==> src/sv/hcbd_pkg.sv <==
package hcbd_pkg;

  localparam int unsigned HCBD_SIZE_BITS = 64;

  localparam logic [7:0] CH_CR    = 8'h0D;
  localparam logic [7:0] CH_LF    = 8'h0A;
  localparam logic [7:0] CH_TAB   = 8'h09;
  localparam logic [7:0] CH_SPACE = 8'h20;
  localparam logic [7:0] CH_PLUS  = 8'h2B;
  localparam logic [7:0] CH_MINUS = 8'h2D;
  localparam logic [7:0] CH_ZERO  = 8'h30;
  localparam logic [7:0] CH_NINE  = 8'h39;
  localparam logic [7:0] CH_UC_A  = 8'h41;
  localparam logic [7:0] CH_UC_F  = 8'h46;
  localparam logic [7:0] CH_LC_A  = 8'h61;
  localparam logic [7:0] CH_LC_F  = 8'h66;
  localparam logic [7:0] CH_UC_X  = 8'h58;
  localparam logic [7:0] CH_LC_X  = 8'h78;

  typedef logic [HCBD_SIZE_BITS-1:0] size_t;

  typedef enum logic [3:0] {
    PH_WS       = 4'd0,
    PH_SIGN     = 4'd1,
    PH_ZERO     = 4'd2,
    PH_X        = 4'd3,
    PH_DIGITS   = 4'd4,
    PH_LINE     = 4'd5,
    PH_LINE_CR  = 4'd6,
    PH_DATA     = 4'd7,
    PH_TRAIL    = 4'd8,
    PH_TRAIL_CR = 4'd9,
    PH_DONE     = 4'd10
  } phase_t;

  typedef enum logic [1:0] {
    ST_TERMINATED = 2'd0,
    ST_NO_ZERO    = 2'd1,
    ST_TRUNCATED  = 2'd2,
    ST_MALFORMED  = 2'd3
  } status_t;

  typedef struct packed {
    logic [7:0] out_byte;
    logic       byte_valid;
    logic       body_end;
    logic [1:0] end_status;
  } res_t;

  function automatic logic is_space(logic [7:0] c);
    return (c == CH_SPACE) || ((c >= CH_TAB) && (c <= CH_CR));
  endfunction

  function automatic logic is_hex(logic [7:0] c);
    return ((c >= CH_ZERO) && (c <= CH_NINE)) || ((c >= CH_LC_A) && (c <= CH_LC_F)) ||
           ((c >= CH_UC_A) && (c <= CH_UC_F));
  endfunction

  function automatic logic [3:0] hex_val(logic [7:0] c);
    logic [7:0] v;
    if ((c >= CH_ZERO) && (c <= CH_NINE)) begin
      v = c - CH_ZERO;
    end else if ((c >= CH_LC_A) && (c <= CH_LC_F)) begin
      v = c - CH_LC_A + 8'd10;
    end else begin
      v = c - CH_UC_A + 8'd10;
    end
    return v[3:0];
  endfunction

  // Appends one hex digit; the count saturates once it would overflow.
  function automatic size_t add_digit(size_t cur, logic [3:0] d);
    if (cur[HCBD_SIZE_BITS-1 -: 4] != 4'd0) begin
      return '1;
    end
    return {cur[HCBD_SIZE_BITS-5:0], d};
  endfunction

endpackage

==> src/sv/hcbd_ifs.sv <==
interface hcbd_in_if;
  logic       valid;
  logic       ready;
  logic [7:0] in_byte;
  logic       in_final;

  modport source (output valid, output in_byte, output in_final, input ready);
  modport sink (input valid, input in_byte, input in_final, output ready);
endinterface

interface hcbd_out_if;
  logic       valid;
  logic       ready;
  logic [7:0] out_byte;
  logic       byte_valid;
  logic       body_end;
  logic [1:0] end_status;

  modport source (output valid, output out_byte, output byte_valid, output body_end,
                  output end_status, input ready);
  modport sink (input valid, input out_byte, input byte_valid, input body_end,
                input end_status, output ready);
endinterface

==> src/sv/hcbd_parser.sv <==
module hcbd_parser (
  input  logic          clk,
  input  logic          rst_n,
  input  logic          accept,
  input  logic [7:0]    in_byte,
  input  logic          in_final,
  output hcbd_pkg::res_t res,
  output logic          has_res
);
  import hcbd_pkg::*;

  phase_t  phase_r, phase_nxt, size_ph;
  size_t   left_r, left_nxt;
  logic    neg_r, neg_nxt;
  status_t sticky_r, sticky_nxt, status;
  logic    emit, do_size, hex;
  logic [3:0] digit;

  assign hex   = is_hex(in_byte);
  assign digit = hex_val(in_byte);

  always_ff @(posedge clk) begin
    if (!rst_n) begin
      phase_r  <= PH_WS;
      left_r   <= '0;
      neg_r    <= 1'b0;
      sticky_r <= ST_TERMINATED;
    end else if (accept) begin
      if (in_final) begin
        phase_r  <= PH_WS;
        left_r   <= '0;
        neg_r    <= 1'b0;
        sticky_r <= ST_TERMINATED;
      end else begin
        phase_r  <= phase_nxt;
        left_r   <= left_nxt;
        neg_r    <= neg_nxt;
        sticky_r <= sticky_nxt;
      end
    end
  end

  always_comb begin : next_state
    phase_nxt  = phase_r;
    left_nxt   = left_r;
    neg_nxt    = neg_r;
    sticky_nxt = sticky_r;
    emit       = 1'b0;
    do_size    = 1'b0;
    size_ph    = PH_WS;
    unique case (phase_r)
      PH_DONE: begin
      end
      PH_DATA: begin
        emit     = 1'b1;
        left_nxt = left_r - size_t'(1);
        if (left_r == size_t'(1)) begin
          phase_nxt = PH_TRAIL;
        end
      end
      PH_TRAIL: begin
        if (in_byte == CH_CR) begin
          phase_nxt = PH_TRAIL_CR;
        end else begin
          do_size = 1'b1;
        end
      end
      PH_TRAIL_CR: begin
        phase_nxt = PH_WS;
        do_size   = (in_byte != CH_LF);
      end
      PH_WS, PH_SIGN, PH_ZERO, PH_X, PH_DIGITS, PH_LINE, PH_LINE_CR: begin
        do_size = 1'b1;
        size_ph = phase_r;
      end
      default: begin
        do_size = 1'b1;
      end
    endcase

    if (do_size) begin
      if (size_ph == PH_WS) begin
        phase_nxt = PH_WS;
        if (!is_space(in_byte)) begin
          left_nxt = '0;
          neg_nxt  = 1'b0;
          if ((in_byte == CH_PLUS) || (in_byte == CH_MINUS)) begin
            neg_nxt   = (in_byte == CH_MINUS);
            phase_nxt = PH_SIGN;
          end else if (in_byte == CH_ZERO) begin
            phase_nxt = PH_ZERO;
          end else if (hex) begin
            left_nxt  = add_digit('0, digit);
            phase_nxt = PH_DIGITS;
          end else begin
            phase_nxt  = PH_DONE;
            sticky_nxt = ST_MALFORMED;
          end
        end
      end else if (size_ph == PH_SIGN) begin
        if (in_byte == CH_ZERO) begin
          phase_nxt = PH_ZERO;
        end else if (hex) begin
          left_nxt  = add_digit(left_r, digit);
          phase_nxt = PH_DIGITS;
        end else begin
          phase_nxt  = PH_DONE;
          sticky_nxt = ST_MALFORMED;
        end
      end else if ((size_ph == PH_ZERO) && ((in_byte == CH_LC_X) || (in_byte == CH_UC_X))) begin
        phase_nxt = PH_X;
      end else if (((size_ph == PH_ZERO) || (size_ph == PH_X) || (size_ph == PH_DIGITS)) && hex)
      begin
        left_nxt  = add_digit(left_r, digit);
        phase_nxt = PH_DIGITS;
      end else if (in_byte == CH_CR) begin
        phase_nxt = PH_LINE_CR;
      end else if ((size_ph == PH_LINE_CR) && (in_byte == CH_LF)) begin
        neg_nxt = 1'b0;
        if (left_r == '0) begin
          phase_nxt  = PH_DONE;
          sticky_nxt = ST_TERMINATED;
        end else begin
          left_nxt  = neg_r ? '1 : left_r;
          phase_nxt = PH_DATA;
        end
      end else begin
        phase_nxt = PH_LINE;
      end
    end
  end

  always_comb begin : result_out
    unique case (phase_nxt)
      PH_SIGN: status = ST_MALFORMED;
      PH_DATA: status = ST_TRUNCATED;
      PH_DONE: status = sticky_nxt;
      default: status = ST_NO_ZERO;
    endcase
    res.out_byte   = emit ? in_byte : 8'd0;
    res.byte_valid = emit;
    res.body_end   = in_final;
    res.end_status = in_final ? status : ST_TERMINATED;
    has_res        = emit || in_final;
  end

  a_emit_only_in_data: assert property (@(posedge clk) disable iff (!rst_n)
    res.byte_valid |-> (phase_r == PH_DATA))
    else $error("Payload byte produced outside chunk data.");

  a_data_owes_bytes: assert property (@(posedge clk) disable iff (!rst_n)
    (phase_r == PH_DATA) |-> (left_r != '0))
    else $error("Chunk data phase with nothing owed.");

  a_done_sticks: assert property (@(posedge clk) disable iff (!rst_n)
    (accept && !in_final && (phase_r == PH_DONE)) |=> (phase_r == PH_DONE))
    else $error("Decoder left the stopped state before the final byte.");

  a_final_restarts: assert property (@(posedge clk) disable iff (!rst_n)
    (accept && in_final) |=> ((phase_r == PH_WS) && !neg_r && (left_r == '0)))
    else $error("State not cleared after the final byte.");

  a_status_only_at_end: assert property (@(posedge clk) disable iff (!rst_n)
    (res.end_status != ST_TERMINATED) |-> res.body_end)
    else $error("End status given without end of body.");

endmodule

==> src/sv/http_chunked_body_decoder.sv <==
// Channel   Direction  Payload                                          Transfer
// in_chan   sink       in_byte[7:0], in_final                           valid & ready
// out_chan  source     out_byte[7:0], byte_valid, body_end, end_status   valid & ready
//
// One byte is taken per cycle unless stalled; its result shows in the next cycle.
// The byte is decoded by a single combinational pass.
// Reset is synchronous and returns the decoder to the start of a body.
// A held result stalls the input only while the output side is not ready.
module http_chunked_body_decoder (
  input logic       clk,
  input logic       rst_n,
  hcbd_in_if.sink   in_chan,
  hcbd_out_if.source out_chan
);
  import hcbd_pkg::*;

  res_t res, res_r;
  logic has_res, accept, out_valid_r;

  assign in_chan.ready = !out_valid_r || out_chan.ready;
  assign accept        = in_chan.valid && in_chan.ready;

  hcbd_parser u_parser (
    .clk      (clk),
    .rst_n    (rst_n),
    .accept   (accept),
    .in_byte  (in_chan.in_byte),
    .in_final (in_chan.in_final),
    .res      (res),
    .has_res  (has_res)
  );

  always_ff @(posedge clk) begin
    if (!rst_n) begin
      out_valid_r <= 1'b0;
    end else if (accept) begin
      out_valid_r <= has_res;
    end else if (out_chan.ready) begin
      out_valid_r <= 1'b0;
    end
  end

  always_ff @(posedge clk) begin
    if (accept && has_res) begin
      res_r <= res;
    end
  end

  assign out_chan.valid      = out_valid_r;
  assign out_chan.out_byte   = res_r.out_byte;
  assign out_chan.byte_valid = res_r.byte_valid;
  assign out_chan.body_end   = res_r.body_end;
  assign out_chan.end_status = res_r.end_status;

endmodule

==> src/flat_wrapper.sv <==
// flat-port wrapper written by rule: the top's interface ports become plain ports
module http_chunked_body_decoder_flat import hcbd_pkg::*;
  (clk, rst_n, in_chan_valid, in_chan_in_byte, in_chan_in_final, in_chan_ready, out_chan_valid, out_chan_out_byte, out_chan_byte_valid, out_chan_body_end, out_chan_end_status, out_chan_ready);
  hcbd_in_if in_chan_i ();
  hcbd_out_if out_chan_i ();
  input logic clk;
  input logic rst_n;
  input wire logic [$bits(in_chan_i.valid)-1:0] in_chan_valid;
  input wire logic [$bits(in_chan_i.in_byte)-1:0] in_chan_in_byte;
  input wire logic [$bits(in_chan_i.in_final)-1:0] in_chan_in_final;
  output wire logic [$bits(in_chan_i.ready)-1:0] in_chan_ready;
  output wire logic [$bits(out_chan_i.valid)-1:0] out_chan_valid;
  output wire logic [$bits(out_chan_i.out_byte)-1:0] out_chan_out_byte;
  output wire logic [$bits(out_chan_i.byte_valid)-1:0] out_chan_byte_valid;
  output wire logic [$bits(out_chan_i.body_end)-1:0] out_chan_body_end;
  output wire logic [$bits(out_chan_i.end_status)-1:0] out_chan_end_status;
  input wire logic [$bits(out_chan_i.ready)-1:0] out_chan_ready;
  assign in_chan_i.valid = in_chan_valid;
  assign in_chan_i.in_byte = in_chan_in_byte;
  assign in_chan_i.in_final = in_chan_in_final;
  assign in_chan_ready = in_chan_i.ready;
  assign out_chan_valid = out_chan_i.valid;
  assign out_chan_out_byte = out_chan_i.out_byte;
  assign out_chan_byte_valid = out_chan_i.byte_valid;
  assign out_chan_body_end = out_chan_i.body_end;
  assign out_chan_end_status = out_chan_i.end_status;
  assign out_chan_i.ready = out_chan_ready;
  http_chunked_body_decoder u_core (.clk(clk), .rst_n(rst_n), .in_chan(in_chan_i), .out_chan(out_chan_i));
endmodule
==> config.mk <==
export PLATFORM = sky130hd
export DESIGN_NAME = http_chunked_body_decoder_flat
export DESIGN_NICKNAME = d
export VERILOG_FILES = /design/src/sv/hcbd_pkg.sv /design/src/sv/hcbd_ifs.sv /design/src/sv/hcbd_parser.sv /design/src/sv/http_chunked_body_decoder.sv /design/src/flat_wrapper.sv
export SDC_FILE = /design/constraint.sdc
export NUM_CORES = 1
export LEC_CHECK = 0
export BUFFER_PORTS_ARGS = -buffer_cell sky130_fd_sc_hd__buf_4
export CAP_MARGIN = 20
export CORE_AREA = 10 10 88 128
export CTS_CLUSTER_DIAMETER = 80
export CTS_CLUSTER_SIZE = 24
export DETAILED_ROUTE_END_ITERATION = 10
export DIE_AREA = 0 0 98 138
export GPL_ROUTABILITY_DRIVEN = 1
export PLACE_DENSITY = 0.95
export SYNTH_ARGS = -nofsm -noshare
export SYNTH_HDL_FRONTEND = slang
export SYNTH_SLANG_ARGS = --single-unit
==> constraint.sdc <==
create_clock -name clk -period 5.8 [get_ports clk]
set_input_delay 0.87 -clock clk [delete_from_list [all_inputs] [get_ports clk]]
set_output_delay 0.87 -clock clk [all_outputs]
set_load 0.005 [all_outputs]
==> results.py <==
metrics = {
    "logic_synthesis": {
        "syn-instance-count": 730,
        "synth_common_cells": "dfxtp_1 (72), nor2_1 (64), nand2_1 (61), o21ai_0 (50), a21oi_1 (45)",
        "synth_area_um2": 5900,
        "synthArstFlopShare": 0,
        "synthFlopType": "dfxtp_1",
        "syn_nets": 750,
        "synth_edf_count": 12,
        "avgSynthCellArea_um2": 8.09,
        "synth-seq-cells": 84,
        "yosys.area.top_type_share": 0.244,
        "yosysSeqAreaShare": 0.305,
        "synth_area_leader_cell": "dfxtp_1",
        "synth_warnings": 0,
        "synthDistinctLibCells": 79,
        "synth_area_leaders": "dfxtp_1 (24%), edfxtp_1 (6.1%), o21ai_0 (4.2%)",
        "yosysMostFrequentCell": "dfxtp_1",
    },
    "drt": {
        "drt_iter0_drc": 809,
        "routed-via-count": 6309,
        "antenna_left": 0,
        "routed_wl_um": 17900,
        "viasPerCell": 7.49,
        "wl_per_cell_um": 21.2,
        "drt-pass1-iter-count": 7,
        "drc": 0,
    },
    "worst_setup_path": {
        "end_kind": "flip-flop",
        "arrival_ns": 4.01,
        "reg2reg_depth": 8,
        "cp_cell_sequence": "buf_4 -> inv_1 -> ha_1 -> nor2_1 -> a2111oi_0 -> a21o_1 -> nand3_1 -> nand2_1 -> o21ai_0 -> a221oi_2",
        "setup.worst_path.start_class": "input port",
        "critPathSlowestCell": "nand2_1",
        "cp_max_fo": 23,
        "critPathKind": "in2reg",
        "critPathRequiredTime_ns": 6.04,
        "max_stage_delay_ns": 0.76,
    },
    "timing": {
        "max_slew_margin": 0.382,
        "post-route-period-util": 0.649,
        "skew_ns": 0.0106,
        "fin_crit_ns": 3.77,
        "rsz0062_at_grt": "no",
        "hold_violations": 0,
        "fmax_mhz": 266,
        "tns_ns": 0,
        "setup_viol_count_final": 0,
        "worst_slew_pin_slew_ns": 0.925,
        "drv_slew": 0,
    },
    "final_layout": {
        "multi_input_area_um2": 3710,
        "diodes": 0,
        "layout-drive-gt1-share": 0.151,
        "fillerInstances": 673,
        "regArea_um2": 1800,
        "utilization": 0.699,
        "synthToLayoutAreaGrowth_pct": 7.57,
        "nets": 745,
        "fin_cells": 842,
    },
    "status": {
        "status": "complete, no violations",
    },
    "die": {
        "die_area_um2": 13500,
        "start_util": 0.649,
        "fp.dieW_um": 98,
        "die_h_um": 138,
        "std_cell_rows": 43,
        "core_um2": 9090,
        "io_pins": 27,
    },
    "place": {
        "portBuffers": 26,
        "gp_congestion": 0.942,
        "dp.cells": 825,
        "hpwl_um": 11900,
    },
    "clock_network": {
        "cts_tree": "done",
        "numCtsBuffers": 9,
        "clock_sinks": 84,
        "clk_path_buf_depth": 2,
        "clk_latency_ns": 0.35,
        "post_cts_buffers": 0,
        "cts.htree.levels": 3,
        "clk_pin_slew_ns": 0.06,
        "cts_resized": 0,
        "root_buffer": "clkbuf_16",
        "ctsHoldBuffers": 0,
    },
    "pwr": {
        "combinationalPowerShare": 0.144,
        "power.density_nw_per_um2": 218,
        "sequentialPowerShare": 0.441,
        "p_leak_nw": 2.50,
        "p_int_mw": 0.988,
        "swShare": 0.285,
        "ir_worst_vdd_uv": 205,
        "clockPowerShare": 0.416,
        "netSwitchingPower_mw": 0.395,
    },
    "worst_hold_path": {
        "whs_path_depth": 2,
        "min_path_type": "reg2reg",
    },
    "global_routing": {
        "grt_max_degree": 66,
        "grt_overflow": 0,
        "grt_usage": 0.252,
        "grt_pass1_wl_um": 29300,
        "antenna_found_initial": 0,
        "grt_pass1_vias": 6074,
    },
    "run": {
        "maxCapViolCount": 0,
    },
}
-- flip-flops by register name, summed over array words and instances (netlist names) --
signal	cells
u_core.u_parser.phase_r	4
u_core.out_chan.end_status	2
u_core.out_chan.out_byte	8
u_core.u_parser.left_r	64
u_core.out_chan.valid	1
u_core.out_chan.body_end	1
u_core.u_parser.neg_r	1
u_core.u_parser.sticky_r	2
u_core.out_chan.byte_valid	1
-- cell usage in the layout, fill, tap and decap left out, drive strengths merged, types with 16 or more instances in the layout --
cell,instances
nor4,16
a21o,19
nand2,61
o21ai,54
nand3,24
o221a,25
buf,34
nor3,20
dfxtp,72
inv,41
a21oi,46
nor2,64
-- layout make-up --
| cell class | instances | share of cell area |
|---|---|---|
| multi-input combinational | 558 | 0.585 |
| timing repair buffer | 34 | 0.0408 |
| sequential | 84 | 0.284 |
| tap | 112 | 0.0221 |
| inverter | 38 | 0.0225 |
| clock inverter | 6 | 0.00670 |
| clock buffer | 10 | 0.0394 |
-- stage by stage --
stage          power (mW)  area [um2]  worst slack (ns)  hold slack, ns
2_1_floorplan       0.757        5900              2.66           0.437
3_3_place_gp        0.802        6050              2.07           0.450
3_5_place_dp        0.809        6050              1.96           0.472
4_1_cts              1.38        6340              2.16           0.489
5_1_grt              1.42        6350              1.79           0.514
6_report             1.38        6350              2.03           0.489
-- worst max-delay path: cells and delay by family --
family | cells | cell delay (ns)
and+or+nand+nor | 3 | 1.06
buffers and inverters | 2 | 0.24
adders and majority gates | 1 | 0.28
AOI/OAI and AO/OA | 4 | 1.56
-- layer usage --
metal | GRT usage | wire [um] | up-vias
met3 | 0.0464 | 1640 | 119
met2 | 0.423 | 8760 | 464
met1 | 0.279 | 6410 | 2917
met5 | 0 | 0 | -
met4 | 0.177 | 1050 | 0
li1 | - | - | 2809
-- final timing paths --
path,slack [ns],end,start
worst max-delay path,2.03,u_core.u_parser.left_r[9]$_SDFFE_PN0P_,in_chan_in_byte[1]
worst min-delay path,0.49,u_core.u_parser.sticky_r[1]$_SDFFE_PN0P_,u_core.u_parser.sticky_r[1]$_SDFFE_PN0P_
worst max register to register,2.04,u_core.u_parser.left_r[28]$_SDFFE_PN0P_,u_core.u_parser.phase_r[0]$_SDFFE_PN0P_
worst min register to register,0.49,u_core.u_parser.sticky_r[1]$_SDFFE_PN0P_,u_core.u_parser.sticky_r[1]$_SDFFE_PN0P_
-- power groups by stage --
| stage | Sequential, mW | Combinational, mW | Clock (mW) |
|---|---|---|---|
| 6_report | 0.609 | 0.198 | 0.575 |
| 5_1_grt | 0.610 | 0.213 | 0.599 |
| 4_1_cts | 0.609 | 0.191 | 0.576 |
| 3_5_place_dp | 0.622 | 0.188 | 0 |
| 3_3_place_gp | 0.621 | 0.182 | 0 |
| 2_1_floorplan | 0.616 | 0.141 | 0 |
-- logic make-up after synthesis --
group / Yosys count / share of synthesized area
AO/OA/AOI/OAI: 264 / 0.341
XOR/XNOR: 13 / 0.0193
adder cells (fa/ha/maj): 7 / 0.0148
buffers and inverters: 88 / 0.0657
flip-flops: 84 / 0.305
multiplexers: 2 / 0.00381
AND/OR/NAND/NOR: 272 / 0.250
Note: power is estimated with default switching activity, not from simulation.
